File: config.mk
export PLATFORM = sky130hd
export DESIGN_NAME = status_led_pattern_sequencer
export DESIGN_NICKNAME = d
export VERILOG_FILES = /design/src/slps_pkg.sv /design/src/status_led_pattern_sequencer.sv /design/src/slps_serial_div.sv
export SDC_FILE = /design/constraint.sdc
export NUM_CORES = 1
export LEC_CHECK = 0
export ABC_AREA = 1
export BUFFER_PORTS_ARGS = -buffer_cell sky130_fd_sc_hd__buf_2
export CAP_MARGIN = 10
export CORE_MARGIN = 5
export CORE_UTILIZATION = 60
export CTS_BUF_LIST = sky130_fd_sc_hd__clkbuf_4 sky130_fd_sc_hd__clkbuf_8
export DETAILED_ROUTE_END_ITERATION = 8
export PLACE_DENSITY = 0.78
export SYNTH_ARGS = -nofsm -noshare
export SYNTH_HDL_FRONTEND = slang
export SYNTH_SLANG_ARGS = --single-unit
export TNS_END_PERCENT = 20
File: constraint.sdc
create_clock -name clock -period 6.7 [get_ports clock]
set_clock_uncertainty 0.1 [all_clocks]
set_input_delay 0.335 -clock clock [delete_from_list [all_inputs] [get_ports clock]]
set_output_delay 0.335 -clock clock [all_outputs]
set_load 0.02 [all_outputs]
File: src/slps_pkg.sv
package slps_pkg;

   // pattern codes as seen on the result
   localparam logic [1:0] PAT_IDLE  = 2'd0;
   localparam logic [1:0] PAT_FAULT = 2'd1;
   localparam logic [1:0] PAT_BOOST = 2'd2;
   localparam logic [1:0] PAT_PULSE = 2'd3;

   localparam logic [7:0]  FULL_LEVEL      = 8'd255;
   localparam logic [7:0]  ORANGE_GREEN    = 8'd165;
   localparam logic [7:0]  DIM_LEVEL       = 8'd50;
   localparam logic [4:0]  FIXED_LEN       = 5'd10;
   localparam logic [4:0]  BLINK_HALF      = 5'd5;
   localparam logic [15:0] MAX_POWER_RESET = 16'd1000;

   // serial divider: quotient always fits 8 bits for every use here
   localparam int DIV_NUM_W = 24;
   localparam int DIV_DEN_W = 16;
   localparam int DIV_Q_W   = 8;
   localparam int DIV_CNT_W = 4;

   typedef struct packed {
      logic                fault_active;
      logic [31:0]         boost_end_sec;
      logic [31:0]         now_sec;
      logic signed [15:0]  equipment_power_w;
   } req_type;

   typedef struct packed {
      logic [7:0] red;
      logic [7:0] green;
      logic [7:0] blue;
      logic [1:0] pattern;
   } rsp_type;

endpackage

File: src/status_led_pattern_sequencer.sv
// Channel   Direction  Ports                          Carries
// request   in         req_valid/req_stall/req_data   one 100 ms status tick
// response  out        rsp_valid/rsp_stall/rsp_data   RGB level and pattern code
// csr       in         csr_wr_en/csr_wr_data          max_power_w, write only
//
// One request at a time. From accept, a fixed pattern steps through choose,
// colour and output; a pulse tick also runs serial divisions for red and green,
// plus one for its base level when it picks the pulse at the pattern start; the
// machine is back in idle as the response is presented. Each division has 8 steps.
// A finished response sits in the output register; the next request is taken
// meanwhile, and a response stall only holds the machine once the next one is
// ready. Reset is synchronous: first tick afterwards chooses a pattern.
module status_led_pattern_sequencer
   import slps_pkg::*;
#(
   parameter int PULSE_STEPS = 10
)
(
   input  logic        clock,
   input  logic        reset,
   input  logic        req_valid,
   output logic        req_stall,
   input  req_type     req_data,
   output logic        rsp_valid,
   input  logic        rsp_stall,
   output rsp_type     rsp_data,
   input  logic        csr_wr_en,
   input  logic [15:0] csr_wr_data
);

   // pulse runs 2*PULSE_STEPS ticks; 6 bits so a 32-tick length compares cleanly
   localparam logic [5:0]  PULSE_LEN  = 6'(2 * PULSE_STEPS);
   localparam logic [5:0]  PULSE_HALF = 6'(PULSE_STEPS);
   localparam logic [15:0] STEPS_DEN  = 16'(PULSE_STEPS);

   typedef enum logic [6:0] {
      S_IDLE   = 7'b0000001,
      S_CHOOSE = 7'b0000010,
      S_BASE   = 7'b0000100,
      S_COLOUR = 7'b0001000,
      S_RED    = 7'b0010000,
      S_GREEN  = 7'b0100000,
      S_OUT    = 7'b1000000
   } state_type;

   state_type   state_ff, state_in;
   req_type     req_ff, req_in;
   rsp_type     colour_ff, colour_in;
   rsp_type     rsp_data_ff, rsp_data_in;
   logic        rsp_valid_ff, rsp_valid_in;
   logic [15:0] max_power_ff, max_power_in;
   logic [1:0]  active_pattern_ff, active_pattern_in;
   logic [4:0]  step_count_ff, step_count_in;
   logic [7:0]  base_level_ff, base_level_in;

   // divider hookup
   logic                 div_start;
   logic [DIV_NUM_W-1:0] div_dividend;
   logic [DIV_DEN_W-1:0] div_divisor;
   logic                 div_done;
   logic [DIV_Q_W-1:0]   div_quot;

   // pattern choice terms
   logic [31:0] boost_diff;
   logic        boost_on;
   logic [15:0] full_scale;
   logic [15:0] power_sat;
   logic [15:0] headroom;
   logic [1:0]  pattern_sel;

   // pulse terms
   logic [5:0]  step_wide;
   logic [4:0]  pulse_k;
   logic [12:0] base_k;
   logic [12:0] ramp_k;
   logic        out_load;

   slps_serial_div u_div (
      .clock    (clock),
      .reset    (reset),
      .start    (div_start),
      .dividend (div_dividend),
      .divisor  (div_divisor),
      .done     (div_done),
      .quotient (div_quot)
   );

   always_comb begin
      // boost live while the end is set and the wrapped end-minus-now is strictly positive
      boost_diff = req_ff.boost_end_sec - req_ff.now_sec;
      boost_on   = (req_ff.boost_end_sec != '0) && (boost_diff != '0) && !boost_diff[31];
      full_scale = (max_power_ff == '0) ? 16'd1 : max_power_ff;
      // only used when power is positive, so the raw bits are the magnitude
      power_sat  = (16'(req_ff.equipment_power_w) < full_scale) ?
                   16'(req_ff.equipment_power_w) : full_scale;
      headroom   = full_scale - power_sat;

      if (req_ff.fault_active) begin
         pattern_sel = PAT_FAULT;
      end else if (boost_on) begin
         pattern_sel = PAT_BOOST;
      end else if (req_ff.equipment_power_w[15] || (req_ff.equipment_power_w == '0)) begin
         pattern_sel = PAT_IDLE;
      end else begin
         pattern_sel = PAT_PULSE;
      end

      // intensity index: rises 1..N then falls back to 1
      step_wide = {1'b0, step_count_ff};
      if (step_wide < PULSE_HALF) begin
         pulse_k = 5'(step_wide + 6'd1);
      end else begin
         pulse_k = 5'(PULSE_LEN - step_wide);
      end
      base_k = {5'b0, base_level_ff} * {8'b0, pulse_k};
      ramp_k = {pulse_k, 8'h00} - {8'h00, pulse_k};
   end

   always_comb begin
      state_in          = state_ff;
      req_in            = req_ff;
      colour_in         = colour_ff;
      rsp_data_in       = rsp_data_ff;
      rsp_valid_in      = rsp_valid_ff;
      max_power_in      = max_power_ff;
      active_pattern_in = active_pattern_ff;
      step_count_in     = step_count_ff;
      base_level_in     = base_level_ff;
      div_start         = 1'b0;
      div_dividend      = '0;
      div_divisor       = '0;
      out_load          = 1'b0;

      if (csr_wr_en) begin
         max_power_in = csr_wr_data;
      end
      if (rsp_valid_ff && !rsp_stall) begin
         rsp_valid_in = 1'b0;
      end

      case (state_ff)
         S_IDLE: begin
            if (req_valid) begin
               req_in   = req_data;
               state_in = S_CHOOSE;
            end
         end
         S_CHOOSE: begin
            state_in = S_COLOUR;
            if (step_count_ff == '0) begin
               active_pattern_in = pattern_sel;
               if (pattern_sel == PAT_PULSE) begin
                  // base = floor(255 * (m - p) / m)
                  div_start    = 1'b1;
                  div_dividend = {headroom, 8'h00} - {8'h00, headroom};
                  div_divisor  = full_scale;
                  state_in     = S_BASE;
               end
            end
         end
         S_BASE: begin
            if (div_done) begin
               base_level_in = div_quot;
               state_in      = S_COLOUR;
            end
         end
         S_COLOUR: begin
            colour_in = '0;
            if (active_pattern_ff == PAT_PULSE) begin
               div_start    = 1'b1;
               div_dividend = {11'b0, base_k};
               div_divisor  = STEPS_DEN;
               state_in     = S_RED;
            end else begin
               if (active_pattern_ff == PAT_FAULT) begin
                  colour_in.red = (step_count_ff < BLINK_HALF) ? FULL_LEVEL : 8'd0;
               end else if (active_pattern_ff == PAT_BOOST) begin
                  colour_in.red   = FULL_LEVEL;
                  colour_in.green = ORANGE_GREEN;
               end else begin
                  colour_in.red = DIM_LEVEL;
               end
               state_in = S_OUT;
            end
         end
         S_RED: begin
            if (div_done) begin
               colour_in.red  = div_quot;
               colour_in.blue = div_quot;
               div_start      = 1'b1;
               div_dividend   = {11'b0, ramp_k};
               div_divisor    = STEPS_DEN;
               state_in       = S_GREEN;
            end
         end
         S_GREEN: begin
            if (div_done) begin
               colour_in.green = div_quot;
               state_in        = S_OUT;
            end
         end
         S_OUT: begin
            if (!rsp_valid_ff || !rsp_stall) begin
               out_load            = 1'b1;
               rsp_data_in         = colour_ff;
               rsp_data_in.pattern = active_pattern_ff;
               rsp_valid_in        = 1'b1;
               // wrap to the boundary at the end of the pattern
               if (active_pattern_ff == PAT_PULSE) begin
                  step_count_in = (step_wide + 6'd1 >= PULSE_LEN) ? 5'd0 :
                                  5'(step_wide + 6'd1);
               end else begin
                  step_count_in = (step_count_ff + 5'd1 >= FIXED_LEN) ? 5'd0 :
                                  step_count_ff + 5'd1;
               end
               state_in = S_IDLE;
            end
         end
         default: begin
            state_in = S_IDLE;
         end
      endcase
   end

   always_ff @(posedge clock) begin
      if (reset) begin
         state_ff          <= S_IDLE;
         rsp_valid_ff      <= 1'b0;
         max_power_ff      <= MAX_POWER_RESET;
         active_pattern_ff <= PAT_IDLE;
         step_count_ff     <= '0;
         base_level_ff     <= '0;
      end else begin
         state_ff          <= state_in;
         rsp_valid_ff      <= rsp_valid_in;
         max_power_ff      <= max_power_in;
         active_pattern_ff <= active_pattern_in;
         step_count_ff     <= step_count_in;
         base_level_ff     <= base_level_in;
      end
      req_ff      <= req_in;
      colour_ff   <= colour_in;
      rsp_data_ff <= rsp_data_in;
   end

   assign req_stall = (state_ff != S_IDLE);
   assign rsp_valid = rsp_valid_ff;
   assign rsp_data  = rsp_data_ff;

   // fixed patterns never run past their length
   a_fixed_len: assert property (@(posedge clock) disable iff (reset)
      (active_pattern_ff != PAT_PULSE) |-> (step_count_ff < FIXED_LEN))
      else $error("step count past end of fixed pattern");

   // an accepted request always moves on to pattern choice
   a_accept_choose: assert property (@(posedge clock) disable iff (reset)
      (req_valid && !req_stall) |=> (state_ff == S_CHOOSE))
      else $error("accepted request did not reach choose");

   // pulse green is at least floor(255/PULSE_STEPS), never dark
   a_pulse_green: assert property (@(posedge clock) disable iff (reset)
      ((state_ff == S_OUT) && (active_pattern_ff == PAT_PULSE)) |-> (colour_ff.green != '0))
      else $error("pulse green level is zero");

   // a loaded response is presented on the next cycle
   a_out_valid: assert property (@(posedge clock) disable iff (reset)
      out_load |=> rsp_valid)
      else $error("response lost after load");

endmodule

File: src/slps_serial_div.sv
module slps_serial_div
   import slps_pkg::*;
(
   input  logic                 clock,
   input  logic                 reset,
   input  logic                 start,
   input  logic [DIV_NUM_W-1:0] dividend,
   input  logic [DIV_DEN_W-1:0] divisor,
   output logic                 done,
   output logic [DIV_Q_W-1:0]   quotient
);

   // restoring division, one quotient bit per cycle, MSB first.
   // Caller guarantees dividend >> DIV_Q_W < divisor.
   logic [DIV_DEN_W:0]   rem_ff, rem_in;
   logic [DIV_Q_W-1:0]   low_ff, low_in;
   logic [DIV_Q_W-1:0]   quot_ff, quot_in;
   logic [DIV_DEN_W-1:0] den_ff, den_in;
   logic [DIV_CNT_W-1:0] cnt_ff, cnt_in;
   logic                 busy_ff, busy_in;
   logic                 done_ff, done_in;
   logic [DIV_DEN_W:0]   trial;
   logic                 fits;

   always_comb begin
      trial = {rem_ff[DIV_DEN_W-1:0], low_ff[DIV_Q_W-1]};
      fits  = (trial >= {1'b0, den_ff});
      rem_in  = rem_ff;
      low_in  = low_ff;
      quot_in = quot_ff;
      den_in  = den_ff;
      cnt_in  = cnt_ff;
      busy_in = busy_ff;
      done_in = 1'b0;
      if (start) begin
         rem_in  = {1'b0, dividend[DIV_NUM_W-1:DIV_Q_W]};
         low_in  = dividend[DIV_Q_W-1:0];
         den_in  = divisor;
         cnt_in  = DIV_CNT_W'(DIV_Q_W);
         busy_in = 1'b1;
      end else if (busy_ff) begin
         rem_in  = fits ? (trial - {1'b0, den_ff}) : trial;
         low_in  = {low_ff[DIV_Q_W-2:0], 1'b0};
         quot_in = {quot_ff[DIV_Q_W-2:0], fits};
         cnt_in  = cnt_ff - 1'b1;
         if (cnt_ff == DIV_CNT_W'(1)) begin
            busy_in = 1'b0;
            done_in = 1'b1;
         end
      end
   end

   always_ff @(posedge clock) begin
      if (reset) begin
         busy_ff <= 1'b0;
         done_ff <= 1'b0;
         cnt_ff  <= '0;
      end else begin
         busy_ff <= busy_in;
         done_ff <= done_in;
         cnt_ff  <= cnt_in;
      end
      rem_ff  <= rem_in;
      low_ff  <= low_in;
      quot_ff <= quot_in;
      den_ff  <= den_in;
   end

   assign done     = done_ff;
   assign quotient = quot_ff;

endmodule
==> metrics.md <==
| Metric | Value |
|---|---|
| DP HPWL | `31010 µm` |
| Crit. End Element | `register` |
| Cell taking the most area after synthesis | `edfxtp_1` |
| Post-Synth XOR/XNOR Area | `0.02377` |
| I/O Pins | `130` |
| Die area | `0.02910 mm²` |
| Final Setup Violations | `0` |
| Clock transition at path regs | `0.06 ns` |
| Die width | `170.6 µm` |
| Fin. Hold Viols | `0` |
| CP most frequent cell | `inv_1` |
| Global placement routability congestion | `0.9873` |
| Dpl cells | `2450` |
| Area Growth Syn to Fin | `16.87%` |
| FF+latch count, synth | `224` |
| Final cell count without fillers | `2606` |
| Critical path cell sequence | `nand4_1 > nand2_1 > inv_1 > o21ai_0 > inv_1 > nand2_1 > fa_1 > fa_1 > fa_1 > inv_1 > ha_1 > inv_1 > nor3_1 > a21oi_1 > nor2_1 > nor2_1 > o21bai_1 > a21oi_1 > a221oi_1 > nand3_1` |
| Net count after synthesis | `2263` |
| CTS buffer count | `38` |
| Multi-input gate area | `0.007624 mm²` |
| Post-Route WL | `43730 µm` |
| Adder-cell share of the synthesized area | `0.1161` |
| Antenna viol nets, final | `0` |
| Hold WC Path Type | `in2reg` |
| Htree depth | `2` |
| Top cell type's share of synthesized area | `0.3474` |
| Unrepaired setup endpoints after global routing | `no` |
| Pwr dens | `240.8 mW/mm²` |
| Global-route usage over all layers | `0.2992` |
| Main synth FF type | `edfxtp_1` |
| FILL cells | `1985` |
| Number of flops mapped to enable cells by yosys | `179` |
| Delay-heaviest family, CP | `adder cells` |
| Clock tree buffer depth | `3` |
| Largest net degree at the start of global routing | `82` |
| Main combinational cell family by area after synthesis | `simple AND/OR/NAND/NOR gates` |
| Critical Path Slowest Stage Cell | `o21ai_0` |
| Setup TNS | `0 ns` |
| Die H | `170.6 µm` |
| Layout cells sized above 1 | `0.09754` |
| Total gr overflow | `0` |
| WL per Instance | `16.78 µm` |
| Remaining DRCs | `0` |
| Crit path kind | `reg2reg` |
| Synth Area in Compound Gates | `0.08855` |
| R2R Setup Slk | `0.81 ns` |
| Netlist cell types | `50` |
| Post-synthesis mux area share | `0` |
| Max Clk Rate | `169.8 MHz` |
| Final nets | `2481` |
| Fin crit share | `0.8792` |
| Worst path required time | `6.85 ns` |
| Core Rows | `58` |
| TritonCTS sink count | `224` |
| Worst-Margin Slew | `1.061 ns` |
| Vias/cell | `5.582` |
| Slew margin rel. | `0.2925` |
| Critical path buffers and inverters | `4` |
| Starting Density | `0.6127` |
| Netlist Area Pre-Place | `0.01547 mm²` |
| Minimum clock period | `5.891 ns` |
| Synth warn | `0` |
| ANT cells | `0` |
| Synth async-reset ratio | `0` |
| Top post-synthesis cells by count | `nand2_1, inv_1, edfxtp_1, nor2_1, nand3_1` |
| Leakage | `8.850 nW` |
| Peak VDD IR | `0.2150 mV` |
| Count leader, synth | `nand2_1` |
| DRT iter0 DRCs | `1393` |
| TritonCTS clock tree | `done` |
| Vias in the first global route | `14121` |
| CTS root buf | `clkbuf_8` |
| Critical path peak fanout | `8` |
| Max-cap violations | `0` |
| Status | `finished, final reports clean` |
| Worst hold slack | `0.03805 ns` |
| Post-CTS sizing | `0` |
| Sequential cell area fraction in the yosys report | `0.4056` |
| Drt pass-1 iters | `6` |
| First-pass GRT wire length | `70540 µm` |
| Core Footprint | `0.02525 mm²` |
| Util after Layout | `0.7160` |
| PortBufs | `129` |
| Cells after Synth | `2030` |
| Most area-consuming cells after synthesis | `edfxtp_1, nand2_1, ha_1` |
| Crit path arrival time | `6.04 ns` |
| CP Launch Type | `register` |
| Initial antenna violation count | `0` |
| CP max stage delay | `0.72 ns` |
| Via count | `14547` |
| Worst skew pair latency | `0.55 ns` |
| Register Area | `0.006276 mm²` |
| Count of pins over their slew limit | `0` |
| Post-Synth Simple-Gate Area | `0.2636` |
| Syn_area_per_cell | `7.622 µm²` |
[power breakdown]
part,switching [mW],leakage [nW],internal (mW)
Combinational,0.954,6.42,0.456
Sequential,0.0326,2.01,1.56
Clock,0.580,0.426,0.769
Total,1.57,8.85,2.79
[final timing paths]
check                                      start                to  cells after the start
worst max-delay path            step_count_ff[2]   u_div.rem_ff[2]                     20
worst min-delay path             csr_wr_data[13]  max_power_ff[13]                      3
worst max register to register  step_count_ff[2]   u_div.rem_ff[2]                     20
worst min register to register     colour_ff[15]      rsp_data[15]                      0
[per-stage QoR]
step / power, mW / setup WS, ns / cell area (µm²)
after CTS: 4.294 / 0.8858 / 18080
after floorplan: 2.589 / 1.615 / 15470
final: 4.354 / 0.8095 / 18080
after detailed placement: 2.933 / 0.9301 / 16380
after global placement: 2.918 / 1.088 / 16380
after global routing: 4.602 / 0.3542 / 18080
[what timing repair did]
item	CTS	global route
endpoints found under the hold margin	88	0
buffers inserted	0	0
hold buffers	88	0
[worst register-to-register path, cell delays in order (launching register included)]
cell	delay, ns
dfxtp_1	0.49
nand4_1	0.17
nand2_1	0.10
inv_1	0.08
o21ai_0	0.72
inv_1	0.38
nand2_1	0.20
fa_1	0.47
fa_1	0.55
fa_1	0.56
inv_1	0.04
ha_1	0.32
inv_1	0.10
nor3_1	0.29
a21oi_1	0.13
nor2_1	0.13
nor2_1	0.05
o21bai_1	0.17
a21oi_1	0.11
a221oi_1	0.34
nand3_1	0.12
[layer usage]
metal | vias to the layer above | routed length [µm] | part of all wire | global-route usage
li1 | 7028 | - | - | -
met1 | 6677 | 18010 | 0.41 | 0.3875
met2 | 727 | 20830 | 0.48 | 0.5129
met3 | 115 | 3530 | 0.081 | 0.05014
met4 | 0 | 1367 | 0.031 | 0.1003
met5 | - | 0 | 0 | 0
[cells by family after synthesis]
group                    after synthesis
AND/OR/NAND/NOR                      966
buffers and inverters                415
AO/OA/AOI/OAI                        252
flip-flops                           224
adder cells (fa/ha/maj)              131
XOR/XNOR                              42
[final cells by class]
cell class	count	share of cell area
Clock buffer	54	0.03730
Multi-Input combinational cell	1391	0.4216
Clock inverter	14	0.008096
Inverter	373	0.07743
Sequential cell	224	0.3471
Tap cell	330	0.02283
Timing Repair Buffer	220	0.08566
[cells in the final DEF, fill, tap and decap left out, drive strengths merged, types with 4 or more instances in the layout]
master       count
nand3          138
nand3b           9
clkinv           8
clkbuf          54
nand2          557
nand4           34
fa              21
nor3            28
nor4            17
o21ai          105
or2              4
xnor2           14
o21bai           5
inv            375
xor2            28
a31oi            6
o31ai            4
dlygate4sd3     88
a21boi           4
ha             110
buf            132
nor2           173
a21oi          107
dfxtp           45
edfxtp         179
[state kept, by name, indices dropped and copies added, names as in the netlist]
signal	flops
u_div.busy_ff	1
state_ff	7
u_div.low_ff	8
base_level_ff	8
u_div.cnt_ff	4
u_div.quotient	8
req_ff	81
u_div.done	1
colour_ff	24
rsp_data	26
u_div.den_ff	16
rsp_valid	1
active_pattern_ff	2
u_div.rem_ff	16
step_count_ff	5
max_power_ff	16
(Power assumes the default switching activity.)
